$ cat config.mk
export PLATFORM = sky130hd
export DESIGN_NAME = tx_extra_tag_scanner_core
export DESIGN_NICKNAME = d
export VERILOG_FILES = /design/src/hdl/tets_pkg.sv /design/src/hdl/tx_extra_tag_scanner_core.sv /design/src/hdl/tets_front.sv /design/src/hdl/tets_queue.sv /design/src/hdl/tets_back.sv
export SDC_FILE = /design/constraint.sdc
export NUM_CORES = 2
export LEC_CHECK = 0
export ABC_CLOCK_PERIOD_IN_PS = 4050
export BUFFER_PORTS_ARGS = -buffer_cell sky130_fd_sc_hd__buf_2
export CAP_MARGIN = 20
export CORE_MARGIN = 4
export CORE_UTILIZATION = 45
export DETAILED_ROUTE_END_ITERATION = 16
export PLACE_DENSITY = 0.63
export SYNTH_ARGS = -nofsm -noshare
export SYNTH_HDL_FRONTEND = slang
export SYNTH_HIERARCHICAL = 1
export SYNTH_SLANG_ARGS = --single-unit
$ cat constraint.sdc
create_clock -name clk -period 4.05 [get_ports clk]
set_input_delay 0.6075 -clock clk [delete_from_list [all_inputs] [get_ports clk]]
set_output_delay 0.6075 -clock clk [all_outputs]
set_load 0.05 [all_outputs]
$ cat src/hdl/tets_pkg.sv
// shared types and constants for the tx extra tag scanner
// used by tets_front, tets_queue, tets_back and tx_extra_tag_scanner_core
package tets_pkg;

  localparam int FIELD_BYTES = 32;
  localparam int MM_MIN_SIZE = 33;
  localparam int NONCE_SPAN  = 32 + 1 + 1;
  localparam int NUM_RESULTS = 13;
  localparam int AFTER_W     = 10;
  // remaining count of a judged byte: bytes_after plus up to three
  localparam int REM_W       = AFTER_W + 1;
  localparam int QDEPTH      = 4;
  localparam int QPTR_W      = $clog2(QDEPTH);
  localparam int QCNT_W      = $clog2(QDEPTH + 1);
  localparam int EMIT_W      = $clog2(NUM_RESULTS);

  // configuration register indexes
  localparam logic [1:0] CFG_PUBKEY_TAG     = 2'd0;
  localparam logic [1:0] CFG_NONCE_TAG      = 2'd1;
  localparam logic [1:0] CFG_PAYMENT_ID_TAG = 2'd2;
  localparam logic [1:0] CFG_MERGE_MINE_TAG = 2'd3;

  // result field kinds
  localparam logic [1:0] KIND_KEY   = 2'd0;
  localparam logic [1:0] KIND_PID   = 2'd1;
  localparam logic [1:0] KIND_ROOT  = 2'd2;
  localparam logic [1:0] KIND_DEPTH = 2'd3;

  typedef struct packed {
    logic [7:0] pubkey_tag;
    logic [7:0] nonce_tag;
    logic [7:0] payment_id_tag;
    logic [7:0] merge_mining_tag;
  } cfg_t;

  // one operation for the back end: judge a byte or emit the run's results
  typedef struct packed {
    logic             is_emit;
    logic [7:0]       b;
    logic [7:0]       n1;
    logic [7:0]       n2;
    logic [REM_W-1:0] rem;
  } op_t;

  typedef struct packed {
    logic [1:0]  field_kind;
    logic [1:0]  word_index;
    logic [63:0] word_data;
    logic        found;
    logic        last_word;
  } result_t;

endpackage

$ cat src/hdl/tx_extra_tag_scanner_core.sv
// Scans a transaction extra field one byte per item and reports the first
// public key, payment ID and merged-mining root/depth as 13 result items at
// the end of each run. Bytes are taken one per cycle while in_full is low; a
// byte is matched two bytes later, once its lookahead window is full. The
// last byte of a run (bytes_after of zero) holds the input full while the
// front end drains the window and then an emit op into the op queue. The
// back end then plays out the captured fields, one result item at a time,
// through the output register; bytes of the next run keep entering meanwhile
// until the four-entry op queue fills. Tag bytes must be set through the cfg_
// write port only while the block is idle; the block does not enforce this.
// depends on tets_pkg, tets_front, tets_queue and tets_back
module tx_extra_tag_scanner_core (
  input  logic                         clk,
  input  logic                         rst_n,
  input  logic                         cfg_we,
  input  logic [1:0]                   cfg_index,
  input  logic [7:0]                   cfg_wdata,
  input  logic                         in_push,
  output logic                         in_full,
  input  logic [7:0]                   in_byte_value,
  input  logic [tets_pkg::AFTER_W-1:0] in_bytes_after,
  output logic                         out_empty,
  input  logic                         out_pop,
  output logic [1:0]                   out_field_kind,
  output logic [1:0]                   out_word_index,
  output logic [63:0]                  out_word_data,
  output logic                         out_found,
  output logic                         out_last_word
);
  import tets_pkg::*;

  cfg_t cfg_r;
  logic q_push;
  op_t  q_op;
  logic q_full;
  logic q_pop;
  op_t  q_head;
  logic q_empty;

  always_ff @(posedge clk) begin
    if (!rst_n) begin
      cfg_r.pubkey_tag       <= 8'd1;
      cfg_r.nonce_tag        <= 8'd2;
      cfg_r.payment_id_tag   <= 8'd0;
      cfg_r.merge_mining_tag <= 8'd3;
    end else if (cfg_we) begin
      unique case (cfg_index)
        CFG_PUBKEY_TAG:     cfg_r.pubkey_tag       <= cfg_wdata;
        CFG_NONCE_TAG:      cfg_r.nonce_tag        <= cfg_wdata;
        CFG_PAYMENT_ID_TAG: cfg_r.payment_id_tag   <= cfg_wdata;
        CFG_MERGE_MINE_TAG: cfg_r.merge_mining_tag <= cfg_wdata;
      endcase
    end
  end

  tets_front u_front (
    .clk            (clk),
    .rst_n          (rst_n),
    .in_push        (in_push),
    .in_full        (in_full),
    .in_byte_value  (in_byte_value),
    .in_bytes_after (in_bytes_after),
    .q_full         (q_full),
    .q_push         (q_push),
    .q_op           (q_op)
  );

  tets_queue u_queue (
    .clk     (clk),
    .rst_n   (rst_n),
    .push    (q_push),
    .push_op (q_op),
    .full    (q_full),
    .pop     (q_pop),
    .head_op (q_head),
    .empty   (q_empty)
  );

  tets_back u_back (
    .clk            (clk),
    .rst_n          (rst_n),
    .cfg            (cfg_r),
    .op_empty       (q_empty),
    .op             (q_head),
    .op_pop         (q_pop),
    .out_empty      (out_empty),
    .out_pop        (out_pop),
    .out_field_kind (out_field_kind),
    .out_word_index (out_word_index),
    .out_word_data  (out_word_data),
    .out_found      (out_found),
    .out_last_word  (out_last_word)
  );

endmodule

$ cat src/hdl/tets_front.sv
// front end: takes bytes, keeps the two-byte lookahead window and issues
// judge and emit operations into the op queue; depends on tets_pkg
module tets_front (
  input  logic                          clk,
  input  logic                          rst_n,
  input  logic                          in_push,
  output logic                          in_full,
  input  logic [7:0]                    in_byte_value,
  input  logic [tets_pkg::AFTER_W-1:0]  in_bytes_after,
  input  logic                          q_full,
  output logic                          q_push,
  output tets_pkg::op_t                 q_op
);
  import tets_pkg::*;

  logic [7:0] win0_r, win0_nxt;
  logic [7:0] win1_r, win1_nxt;
  logic [1:0] fill_r, fill_nxt;
  logic       flush_r, flush_nxt;
  logic [7:0] fq0_r, fq0_nxt;
  logic [7:0] fq1_r, fq1_nxt;
  logic [7:0] fq2_r, fq2_nxt;
  logic [1:0] fn_r, fn_nxt;
  logic       accept;

  assign in_full = flush_r || q_full;
  assign accept  = in_push && !in_full;

  always_comb begin
    win0_nxt  = win0_r;
    win1_nxt  = win1_r;
    fill_nxt  = fill_r;
    flush_nxt = flush_r;
    fq0_nxt   = fq0_r;
    fq1_nxt   = fq1_r;
    fq2_nxt   = fq2_r;
    fn_nxt    = fn_r;
    q_push    = 1'b0;
    q_op      = '0;
    if (flush_r) begin
      // drain the held bytes one per cycle while the queue is not full, then the emit
      if (!q_full) begin
        q_push = 1'b1;
        if (fn_r != 2'd0) begin
          q_op.b   = fq0_r;
          q_op.n1  = fq1_r;
          q_op.n2  = fq2_r;
          q_op.rem = REM_W'(fn_r);
          fq0_nxt  = fq1_r;
          fq1_nxt  = fq2_r;
          fq2_nxt  = 8'd0;
          fn_nxt   = fn_r - 2'd1;
        end else begin
          q_op.is_emit = 1'b1;
          flush_nxt    = 1'b0;
        end
      end
    end else if (accept) begin
      if (in_bytes_after != '0) begin
        case (fill_r)
          2'd0: begin
            win0_nxt = in_byte_value;
            fill_nxt = 2'd1;
          end
          2'd1: begin
            win1_nxt = in_byte_value;
            fill_nxt = 2'd2;
          end
          default: begin
            q_push   = 1'b1;
            q_op.b   = win0_r;
            q_op.n1  = win1_r;
            q_op.n2  = in_byte_value;
            q_op.rem = REM_W'(in_bytes_after) + REM_W'(3);
            win0_nxt = win1_r;
            win1_nxt = in_byte_value;
          end
        endcase
      end else begin
        // last byte: hold window plus this byte, absent places read zero
        case (fill_r)
          2'd0: begin
            fq0_nxt = in_byte_value;
            fq1_nxt = 8'd0;
            fq2_nxt = 8'd0;
          end
          2'd1: begin
            fq0_nxt = win0_r;
            fq1_nxt = in_byte_value;
            fq2_nxt = 8'd0;
          end
          default: begin
            fq0_nxt = win0_r;
            fq1_nxt = win1_r;
            fq2_nxt = in_byte_value;
          end
        endcase
        fn_nxt    = (fill_r == 2'd0) ? 2'd1 : ((fill_r == 2'd1) ? 2'd2 : 2'd3);
        flush_nxt = 1'b1;
        fill_nxt  = 2'd0;
        win0_nxt  = 8'd0;
        win1_nxt  = 8'd0;
      end
    end
  end

  always_ff @(posedge clk) begin
    if (!rst_n) begin
      win0_r  <= 8'd0;
      win1_r  <= 8'd0;
      fill_r  <= 2'd0;
      flush_r <= 1'b0;
      fn_r    <= 2'd0;
    end else begin
      win0_r  <= win0_nxt;
      win1_r  <= win1_nxt;
      fill_r  <= fill_nxt;
      flush_r <= flush_nxt;
      fn_r    <= fn_nxt;
    end
    fq0_r <= fq0_nxt;
    fq1_r <= fq1_nxt;
    fq2_r <= fq2_nxt;
  end

  a_fill_range: assert property (@(posedge clk) disable iff (!rst_n)
    fill_r != 2'd3) else $error("window fill out of range");

endmodule

$ cat src/hdl/tets_queue.sv
// short op queue between front and back end
// depends on tets_pkg for op_t and the queue depth
module tets_queue (
  input  logic          clk,
  input  logic          rst_n,
  input  logic          push,
  input  tets_pkg::op_t push_op,
  output logic          full,
  input  logic          pop,
  output tets_pkg::op_t head_op,
  output logic          empty
);
  import tets_pkg::*;

  op_t               slot_r [QDEPTH];
  logic [QPTR_W-1:0] wr_ptr_r;
  logic [QPTR_W-1:0] rd_ptr_r;
  logic [QCNT_W-1:0] count_r;
  logic              do_push;
  logic              do_pop;

  assign full    = (count_r == QCNT_W'(QDEPTH));
  assign empty   = (count_r == '0);
  assign head_op = slot_r[rd_ptr_r];
  assign do_push = push && !full;
  assign do_pop  = pop && !empty;

  always_ff @(posedge clk) begin
    if (!rst_n) begin
      wr_ptr_r <= '0;
      rd_ptr_r <= '0;
      count_r  <= '0;
    end else begin
      if (do_push) begin
        wr_ptr_r <= wr_ptr_r + QPTR_W'(1);
      end
      if (do_pop) begin
        rd_ptr_r <= rd_ptr_r + QPTR_W'(1);
      end
      if (do_push && !do_pop) begin
        count_r <= count_r + QCNT_W'(1);
      end else if (do_pop && !do_push) begin
        count_r <= count_r - QCNT_W'(1);
      end
    end
    if (do_push) begin
      slot_r[wr_ptr_r] <= push_op;
    end
  end

  a_no_overflow: assert property (@(posedge clk) disable iff (!rst_n)
    !(push && full)) else $error("op pushed into full queue");

  a_no_underflow: assert property (@(posedge clk) disable iff (!rst_n)
    !(pop && empty)) else $error("op popped from empty queue");

endmodule

$ cat src/hdl/tets_back.sv
// back end: runs the tag matching state machine on queued ops, holds the
// captured fields and plays out the 13 result words; depends on tets_pkg
module tets_back (
  input  logic          clk,
  input  logic          rst_n,
  input  tets_pkg::cfg_t cfg,
  input  logic          op_empty,
  input  tets_pkg::op_t op,
  output logic          op_pop,
  output logic          out_empty,
  input  logic          out_pop,
  output logic [1:0]    out_field_kind,
  output logic [1:0]    out_word_index,
  output logic [63:0]   out_word_data,
  output logic          out_found,
  output logic          out_last_word
);
  import tets_pkg::*;

  typedef enum logic {B_RUN, B_EMIT} bstate_t;
  typedef enum logic [2:0] {
    M_SCAN, M_CAP_KEY, M_SKIP_PID, M_CAP_PID, M_SKIP_ROOT, M_CAP_ROOT, M_TAIL
  } mode_t;

  bstate_t                 state_r, state_nxt;
  mode_t                   mode_r, mode_nxt;
  logic [1:0]              skip_r, skip_nxt;
  logic [4:0]              cap_r, cap_nxt;
  logic [7:0]              tail_r, tail_nxt;
  logic [2:0]              seen_r, seen_nxt;
  logic [2:0][3:0][63:0]   store_r, store_nxt;
  logic [7:0]              depth_r, depth_nxt;
  logic [EMIT_W-1:0]       cnt_r, cnt_nxt;
  result_t                 out_r, out_nxt;
  logic                    out_valid_r, out_valid_nxt;

  logic       load_ok;
  logic [1:0] cap_sel;
  logic [1:0] skip_dec;
  logic [7:0] tail_dec;
  logic [1:0] emit_kind;
  result_t    res;

  assign load_ok   = !out_valid_r || out_pop;
  assign out_empty = !out_valid_r;
  assign out_field_kind = out_r.field_kind;
  assign out_word_index = out_r.word_index;
  assign out_word_data  = out_r.word_data;
  assign out_found      = out_r.found;
  assign out_last_word  = out_r.last_word;

  assign skip_dec  = (skip_r == 2'd0) ? 2'd0 : skip_r - 2'd1;
  assign tail_dec  = (tail_r == 8'd0) ? 8'd0 : tail_r - 8'd1;
  assign emit_kind = cnt_r[3:2];

  always_comb begin
    case (mode_r)
      M_CAP_KEY: cap_sel = KIND_KEY;
      M_CAP_PID: cap_sel = KIND_PID;
      default:   cap_sel = KIND_ROOT;
    endcase
  end

  // result word at the emit counter; unfound fields read as zero
  always_comb begin
    res = '0;
    res.field_kind = emit_kind;
    res.word_index = cnt_r[1:0];
    res.last_word  = (cnt_r == EMIT_W'(NUM_RESULTS - 1));
    case (emit_kind)
      KIND_KEY: begin
        res.found     = seen_r[0];
        res.word_data = seen_r[0] ? store_r[0][cnt_r[1:0]] : 64'd0;
      end
      KIND_PID: begin
        res.found     = seen_r[1];
        res.word_data = seen_r[1] ? store_r[1][cnt_r[1:0]] : 64'd0;
      end
      KIND_ROOT: begin
        res.found     = seen_r[2];
        res.word_data = seen_r[2] ? store_r[2][cnt_r[1:0]] : 64'd0;
      end
      default: begin
        res.word_index = 2'd0;
        res.found      = seen_r[2];
        res.word_data  = seen_r[2] ? {56'd0, depth_r} : 64'd0;
      end
    endcase
  end

  always_comb begin
    state_nxt     = state_r;
    mode_nxt      = mode_r;
    skip_nxt      = skip_r;
    cap_nxt       = cap_r;
    tail_nxt      = tail_r;
    seen_nxt      = seen_r;
    store_nxt     = store_r;
    depth_nxt     = depth_r;
    cnt_nxt       = cnt_r;
    out_nxt       = out_r;
    out_valid_nxt = out_valid_r && !out_pop;
    op_pop        = 1'b0;
    unique case (state_r)
      B_RUN: begin
        if (!op_empty) begin
          op_pop = 1'b1;
          if (op.is_emit) begin
            state_nxt = B_EMIT;
            cnt_nxt   = '0;
          end else begin
            unique case (mode_r) inside
              M_SCAN: begin
                if (seen_r != 3'b111) begin
                  if (op.b == cfg.pubkey_tag && op.rem > REM_W'(FIELD_BYTES)
                      && !seen_r[0]) begin
                    seen_nxt[0] = 1'b1;
                    mode_nxt    = M_CAP_KEY;
                    cap_nxt     = 5'd0;
                  end else if (op.b == cfg.nonce_tag && op.rem > REM_W'(NONCE_SPAN)
                               && op.n2 == cfg.payment_id_tag && !seen_r[1]) begin
                    seen_nxt[1] = 1'b1;
                    mode_nxt    = M_SKIP_PID;
                    skip_nxt    = 2'd2;
                  end else if (op.b == cfg.merge_mining_tag && !seen_r[2]
                               && op.rem > REM_W'(1)
                               && op.n1 >= 8'(MM_MIN_SIZE)
                               && op.rem > REM_W'(op.n1) + REM_W'(1)) begin
                    seen_nxt[2] = 1'b1;
                    depth_nxt   = op.n2;
                    tail_nxt    = op.n1 - 8'(MM_MIN_SIZE);
                    mode_nxt    = M_SKIP_ROOT;
                    skip_nxt    = 2'd2;
                  end
                end
              end
              M_SKIP_PID, M_SKIP_ROOT: begin
                skip_nxt = skip_dec;
                if (skip_dec == 2'd0) begin
                  mode_nxt = (mode_r == M_SKIP_PID) ? M_CAP_PID : M_CAP_ROOT;
                  cap_nxt  = 5'd0;
                end
              end
              M_CAP_KEY, M_CAP_PID, M_CAP_ROOT: begin
                store_nxt[cap_sel][cap_r[4:3]][{cap_r[2:0], 3'b000} +: 8] = op.b;
                if (cap_r >= 5'(FIELD_BYTES - 1)) begin
                  cap_nxt  = 5'd0;
                  mode_nxt = (mode_r == M_CAP_ROOT && tail_r != 8'd0) ? M_TAIL : M_SCAN;
                end else begin
                  cap_nxt = cap_r + 5'd1;
                end
              end
              M_TAIL: begin
                tail_nxt = tail_dec;
                if (tail_dec == 8'd0) begin
                  mode_nxt = M_SCAN;
                end
              end
              default: mode_nxt = M_SCAN;
            endcase
          end
        end
      end
      B_EMIT: begin
        if (load_ok) begin
          out_nxt       = res;
          out_valid_nxt = 1'b1;
          if (cnt_r == EMIT_W'(NUM_RESULTS - 1)) begin
            // run done: clear the scan state and captured fields for the next extra
            state_nxt = B_RUN;
            mode_nxt  = M_SCAN;
            skip_nxt  = 2'd0;
            cap_nxt   = 5'd0;
            tail_nxt  = 8'd0;
            seen_nxt  = 3'b000;
            store_nxt = '0;
            depth_nxt = 8'd0;
          end else begin
            cnt_nxt = cnt_r + EMIT_W'(1);
          end
        end
      end
      default: state_nxt = B_RUN;
    endcase
  end

  always_ff @(posedge clk) begin
    if (!rst_n) begin
      state_r     <= B_RUN;
      mode_r      <= M_SCAN;
      skip_r      <= 2'd0;
      cap_r       <= 5'd0;
      tail_r      <= 8'd0;
      seen_r      <= 3'b000;
      store_r     <= '0;
      depth_r     <= 8'd0;
      cnt_r       <= '0;
      out_valid_r <= 1'b0;
    end else begin
      state_r     <= state_nxt;
      mode_r      <= mode_nxt;
      skip_r      <= skip_nxt;
      cap_r       <= cap_nxt;
      tail_r      <= tail_nxt;
      seen_r      <= seen_nxt;
      store_r     <= store_nxt;
      depth_r     <= depth_nxt;
      cnt_r       <= cnt_nxt;
      out_valid_r <= out_valid_nxt;
    end
    out_r <= out_nxt;
  end

  a_emit_count: assert property (@(posedge clk) disable iff (!rst_n)
    state_r == B_EMIT |-> cnt_r <= EMIT_W'(NUM_RESULTS - 1))
    else $error("emit counter past last result");

  a_last_is_depth: assert property (@(posedge clk) disable iff (!rst_n)
    out_valid_r && out_r.last_word |-> out_r.field_kind == KIND_DEPTH)
    else $error("last item is not the depth word");

endmodule
# [Yosys cells after proc, flatten, opt, wreduce, memory -nomap -nowiden]
# Memory sizes are Yosys's and may differ from the RTL's. A register that Yosys moved wholly into a read port is not among the register bits.
# Index checks and enable logic that the tools add are counted.
[totals] memories=1 ramBits=144 in_bits=33 regBits=957 elab_cells=347
[classes] n_bitwise=2 order_cmp=11 n_reduce_logical=66 addsub=13 n_eq_ne=52 shift=2 muxes=157
[mem_list] memory="u_queue.slot_r" words=4 width=36 read_ports=1 rd_clocked_by_memory_dff=1 write_ports=1 line_no="tets_queue.sv:15" source="op_t slot_r [QDEPTH];"
[op_table] cell="768-bit two-way mux" n=5
[op_table] cell="768-bit one-hot mux with 2 select lines" n=1
[op_table] cell="768-bit bitwise mux" n=1
[op_table] cell="256-bit demux with 2-bit select" n=1
[op_table] cell="64-bit two-way mux" n=7
[op_table] cell="64-bit binary-select mux with 2-bit select" n=3
[op_table] cell="8-bit two-way mux" n=37
[op_table] cell="256-bit two-way mux" n=1
[op_table] cell="65-bit one-hot mux with 3 select lines" n=1
[op_table] cell="35-bit two-way mux" n=5
[op_table] cell="64-bit demux with 2-bit select" n=1
[op_table] cell="8-bit one-hot mux with 2 select lines" n=5
[op_table] cell="8-bit by 8-bit variable shift with 64-bit output (first input constant)" n=1
[op_table] cell="8-bit by 8-bit indexed part select with 64-bit output" n=1
[op_table] cell="3-bit two-way mux" n=19
[op_table] cell="5-bit two-way mux" n=8
[op_table] cell="2-bit two-way mux" n=19
[op_table] cell="36-bit two-way mux" n=1
[op_table] cell="8-bit equality test" n=4
[op_table] cell="1-bit two-way mux" n=27
[op_table] cell="9-bit AND reduction" n=3
[op_table] cell="2-bit != test (second input constant)" n=13
[op_table] cell="3-bit != test (second input constant)" n=8
[op_table] cell="8-bit AND reduction" n=3
[op_table] cell="other kinds (55)" n=128

# [Depth between registers and ports, before layout]
[depth] ltp_word=13 depth_mapped=15 ltp_nobuf=13

# [Modules after synthesis]
# Netlist, hierarchy kept.
[by_module_without_submodules] module="tets_back" area_each_um2=38619.5 cells_per_inst=3656 n_inst=1 seq_area_each_um2=18177.4
[by_module_without_submodules] module="tets_queue" area_each_um2=5731.7 cells_per_inst=236 n_inst=1 seq_area_each_um2=4504.3
[by_module_without_submodules] module="tets_front" area_each_um2=2516.2 cells_per_inst=270 n_inst=1 seq_area_each_um2=1141.1
[by_module_without_submodules] module="tx_extra_tag_scanner_core" area_each_um2=1204.9 cells_per_inst=118 n_inst=1 seq_area_each_um2=640.6

# [Least setup slack after synthesis]
# OpenSTA, ideal clock, no wires.
[synth_path] path_type="register to register" from="register with a tool-made name" to="register u_back.tail_r[0]" synth_period_minus_slack_ns=3.468 path_stages_with_launch=16 slack_ns=0.582 arrival_ns=3.396 setup_ns=0.073 path_cell_list="dfxtp_1 -> buf_6 -> buf_12 -> mux4_2 -> ha_1 -> nand3_1 -> nor2_1 -> xnor2_1 -> ha_1 -> a21oi_1 -> o21ai_0 -> a221oi_1 -> a2111oi_4 -> and3_4 -> a31oi_4 -> mux2i_1"
[synth_rtl] element="end signal, assigned" line_no="tets_back.sv:204" source="tail_r <= tail_nxt;"
[synth_rtl] element="end, declared" line_no="tets_back.sv:29" source="logic [7:0] tail_r, tail_nxt;"

==> impl_metrics.env <==
export IMPL_grt_pass1_wl_um=202800
export IMPL_wl_um=131000
export IMPL_area_growth_pct=13.12
export IMPL_core_um2=105700
export IMPL_clk_latency_ns=0.69
export IMPL_portBuffers=104
export IMPL_fillers=9339
export IMPL_cts_inserted_buffers=112
export IMPL_clk_pin_slew_worst_paths_ns=0.06
export IMPL_crit_fanout=12
export IMPL_drc_errors=0
export IMPL_vias_per_cell=5.944
export IMPL_final_period_utilization=0.9231
export IMPL_netlist_cell_type_count=90
export IMPL_gp_congestion=0.8320
export IMPL_grt_max_degree=207
export IMPL_setup_worst_path_class="reg -> reg"
export IMPL_synth_edf_count=238
export IMPL_antenna_found_initial=4
export IMPL_syn_cell_area_um2=48070
export IMPL_hpwl_um=81480
export IMPL_max_freq_mhz=267.5
export IMPL_dpl_cell_area_um2=50650
export IMPL_synth_async_reset_ratio=0
export IMPL_slowest_delay_ns=0.75
export IMPL_grt_pass1_vias=33740
export IMPL_cp_end_kind="register"
export IMPL_rsz0062_at_grt="false"
export IMPL_diodes=0
export IMPL_path_cells="buf_4 -> mux4_1 -> xnor2_1 -> nand4_1 -> a2111oi_2 -> o21ai_0 -> a21o_1 -> or3b_1 -> a21boi_0"
export IMPL_start_util=0.4547
export IMPL_cp_slowest_cell="a2111oi_2"
export IMPL_maxCapViolCount=0
export IMPL_p_sw_uw=6906
export IMPL_setup_slack_ns=0.3115
export IMPL_synth_net_count=4341
export IMPL_final_cell_mix="860 x dfxtp_1, 840 x a22oi_1, 784 x nor2b_1"
export IMPL_worst_pin_slew_ns=1.042
export IMPL_synth_seq_cells=1103
export IMPL_swShare=0.2705
export IMPL_min_path_type="in -> reg"
export IMPL_layout_commonest_cell="dfxtp_1"
export IMPL_seq_power_share=0.464
export IMPL_status="complete, no violations"
export IMPL_ir_drop_mv=0.4290
export IMPL_internal_power_uw=18620
export IMPL_fp_dieArea_um2=112100
export IMPL_final_max_slew_violation_count=0
export IMPL_relSlewSlack=0.3048
export IMPL_combPwrFrac=0.130
export IMPL_htree_levels=3
export IMPL_root_buffer="clkbuf_16"
export IMPL_drive_gt1_frac=0.1678
export IMPL_wl_per_cell_um=22.49
export IMPL_skew_ns=0.02001
export IMPL_cts_sinks=1103
export IMPL_grtUsageTotal=0.2266
export IMPL_critical_path_arrival_ns=4.35
export IMPL_die_w_um=334.8
export IMPL_overflow=0
export IMPL_syn_avg_cell_area_um2=11.23
export IMPL_fp_dieH_um=334.8
export IMPL_leakage_uw=0.01742
export IMPL_power_density_nw_per_um2=469.5
export IMPL_cp_required_ns=4.66
export IMPL_antenna_left=0
export IMPL_ys_dominant_reg_cell="dfxtp_1"
export IMPL_final_hold_viol_count=0
export IMPL_hold_slack_ns=0.2134
export IMPL_vias=34630
export IMPL_drtIter0Drc=3248
export IMPL_fin_nets=4400
export IMPL_post_place_ws_ns=0.2951
export IMPL_regArea_um2=24480
export IMPL_cts_tree="done"
export IMPL_dp_cells=5616
export IMPL_final_setup_viol_count=0
export IMPL_syn_inst=4280
export IMPL_yosysWarnings=6
export IMPL_cp_start_kind="register"
export IMPL_multi_input_area_um2=22210
export IMPL_post_cts_buffers=0
export IMPL_synth_seq_area_share=0.5089
export IMPL_io_pins=105
export IMPL_dr_pass1_iters=6
export IMPL_cts_buffer_depth=3
export IMPL_placementRows=119
export IMPL_tns_ns=0
export IMPL_clkPwrFrac=0.406
export IMPL_fin_cells=5826
export IMPL_period_needed_ns=3.739
export IMPL_fin_area_um2=54380
[cells in the mapped netlist (all sizes together), types with 15 or more instances]
| cell type | number | area (um^2) |
|---|---|---|
| mux2i | 55 | 550.5 |
| a22oi | 840 | 6306 |
| xnor2 | 38 | 332.8 |
| nor3 | 21 | 125.1 |
| o21ai | 139 | 699.4 |
| nor2 | 147 | 571.8 |
| xor2 | 24 | 210.2 |
| a22o | 32 | 280.3 |
| nor2b | 785 | 4911 |
| ha | 27 | 337.8 |
| buf | 83 | 456.7 |
| inv | 29 | 108.9 |
| nand2 | 259 | 972.2 |
| o22ai | 15 | 93.84 |
| nand3 | 20 | 105.1 |
| mux4 | 228 | 5157 |
| and2 | 35 | 220.2 |
| a21oi | 30 | 150.1 |
| dfxtp | 865 | 17320 |
| clkbuf | 243 | 913.4 |
| edfxtp | 238 | 7147 |
[state kept, by name (all words and copies together), names as in the netlist, 8 cells and up, named ones only]
signal / count
u_back/store_r: 768
u_front/fq2_r: 8
u_queue/slot_r: 144
u_front/fq1_r: 8
u_front/win0_r: 8
cfg_r: 32
u_back/out_word_data: 64
u_back/tail_r: 8
u_back/depth_r: 8
u_front/fq0_r: 8
u_front/win1_r: 8
[cells by family (layout without fill, tap and decap cells)]
| family | after synthesis | count (layout) | share of synthesized area |
|---|---|---|---|
| xor gates and xnor gates | 62 | 62 | 0.01130 |
| adders and majority gates | 28 | 28 | 0.007444 |
| AOI/OAI and AO/OA | 1110 | 1110 | 0.1671 |
| buffers and inverters | 355 | 510 | 0.03076 |
| and+or+nand+nor | 1338 | 1338 | 0.1555 |
| muxes | 284 | 284 | 0.1190 |
| DFF | 1103 | 1103 | 0.5089 |
[metrics by stage]
step	util	total power [uW]
after floorplan	-	14510
final	0.5144	25530
after detailed placement	0.4792	15420
after CTS	0.5143	25760
after global routing	0.5144	26470
after global placement	0.4792	15420
[final cells by class]
type / instances / area share
Tap cell: 1391 / 0.03201
Clock inverter: 46 / 0.007248
Sequential cell: 1103 / 0.4501
Multi-Input combinational cell: 2822 / 0.4085
Clock buffer: 164 / 0.06109
Timing Repair Buffer: 271 / 0.03902
Inverter: 29 / 0.002002
[final timing paths]
path | from | end | slack [ns] | cells past startpoint
hold / removal | cfg_wdata[0] | cfg_r[8] | 0.21 | 3
setup / recovery | register | u_back/cap_r[1] | 0.31 | 9
setup reg to reg | register | u_back/cap_r[1] | 0.31 | 9
hold reg to reg | u_front/fn_r[1] | u_front/fn_r[1] | 0.47 | 2
[per-layer routing]
| metal | GRT usage | routed length [um] | vias to the layer above |
|---|---|---|---|
| met5 | 0 | 15 | - |
| met4 | 0.07044 | 3961 | 2 |
| met3 | 0.03150 | 7630 | 210 |
| met2 | 0.3656 | 61020 | 1149 |
| met1 | 0.3182 | 58370 | 17210 |
| li1 | - | - | 16060 |
[power by group through the flow]
| stage | Sequential (uW) | Combinational (uW) | Clock, uW |
|---|---|---|---|
| finish | 11800 | 3330 | 10400 |
| global route | 11900 | 3570 | 11000 |
| CTS | 11800 | 3350 | 10600 |
| detailed placement | 12100 | 3340 | 0 |
| global placement | 12100 | 3340 | 0 |
| floorplan | 12500 | 2050 | 0 |
[what timing repair did]
action / 4_1_cts / 5_1_grt
endpoints found under the setup margin: 0 / 3
resized for setup: 0 / 1
hold buffers: 0 / 0
[worst max-delay path, delay by kind of cell (launching register included)]
kind | cells | cell delay [ns]
muxes | 1 | 0.70
buffers and inverters | 1 | 0.27
DFF | 1 | 0.54
and+or+nand+nor | 2 | 0.57
xor gates and xnor gates | 1 | 0.21
AOI/OAI and AO/OA | 4 | 1.36
Note: power is estimated with default switching activity, not from simulation.
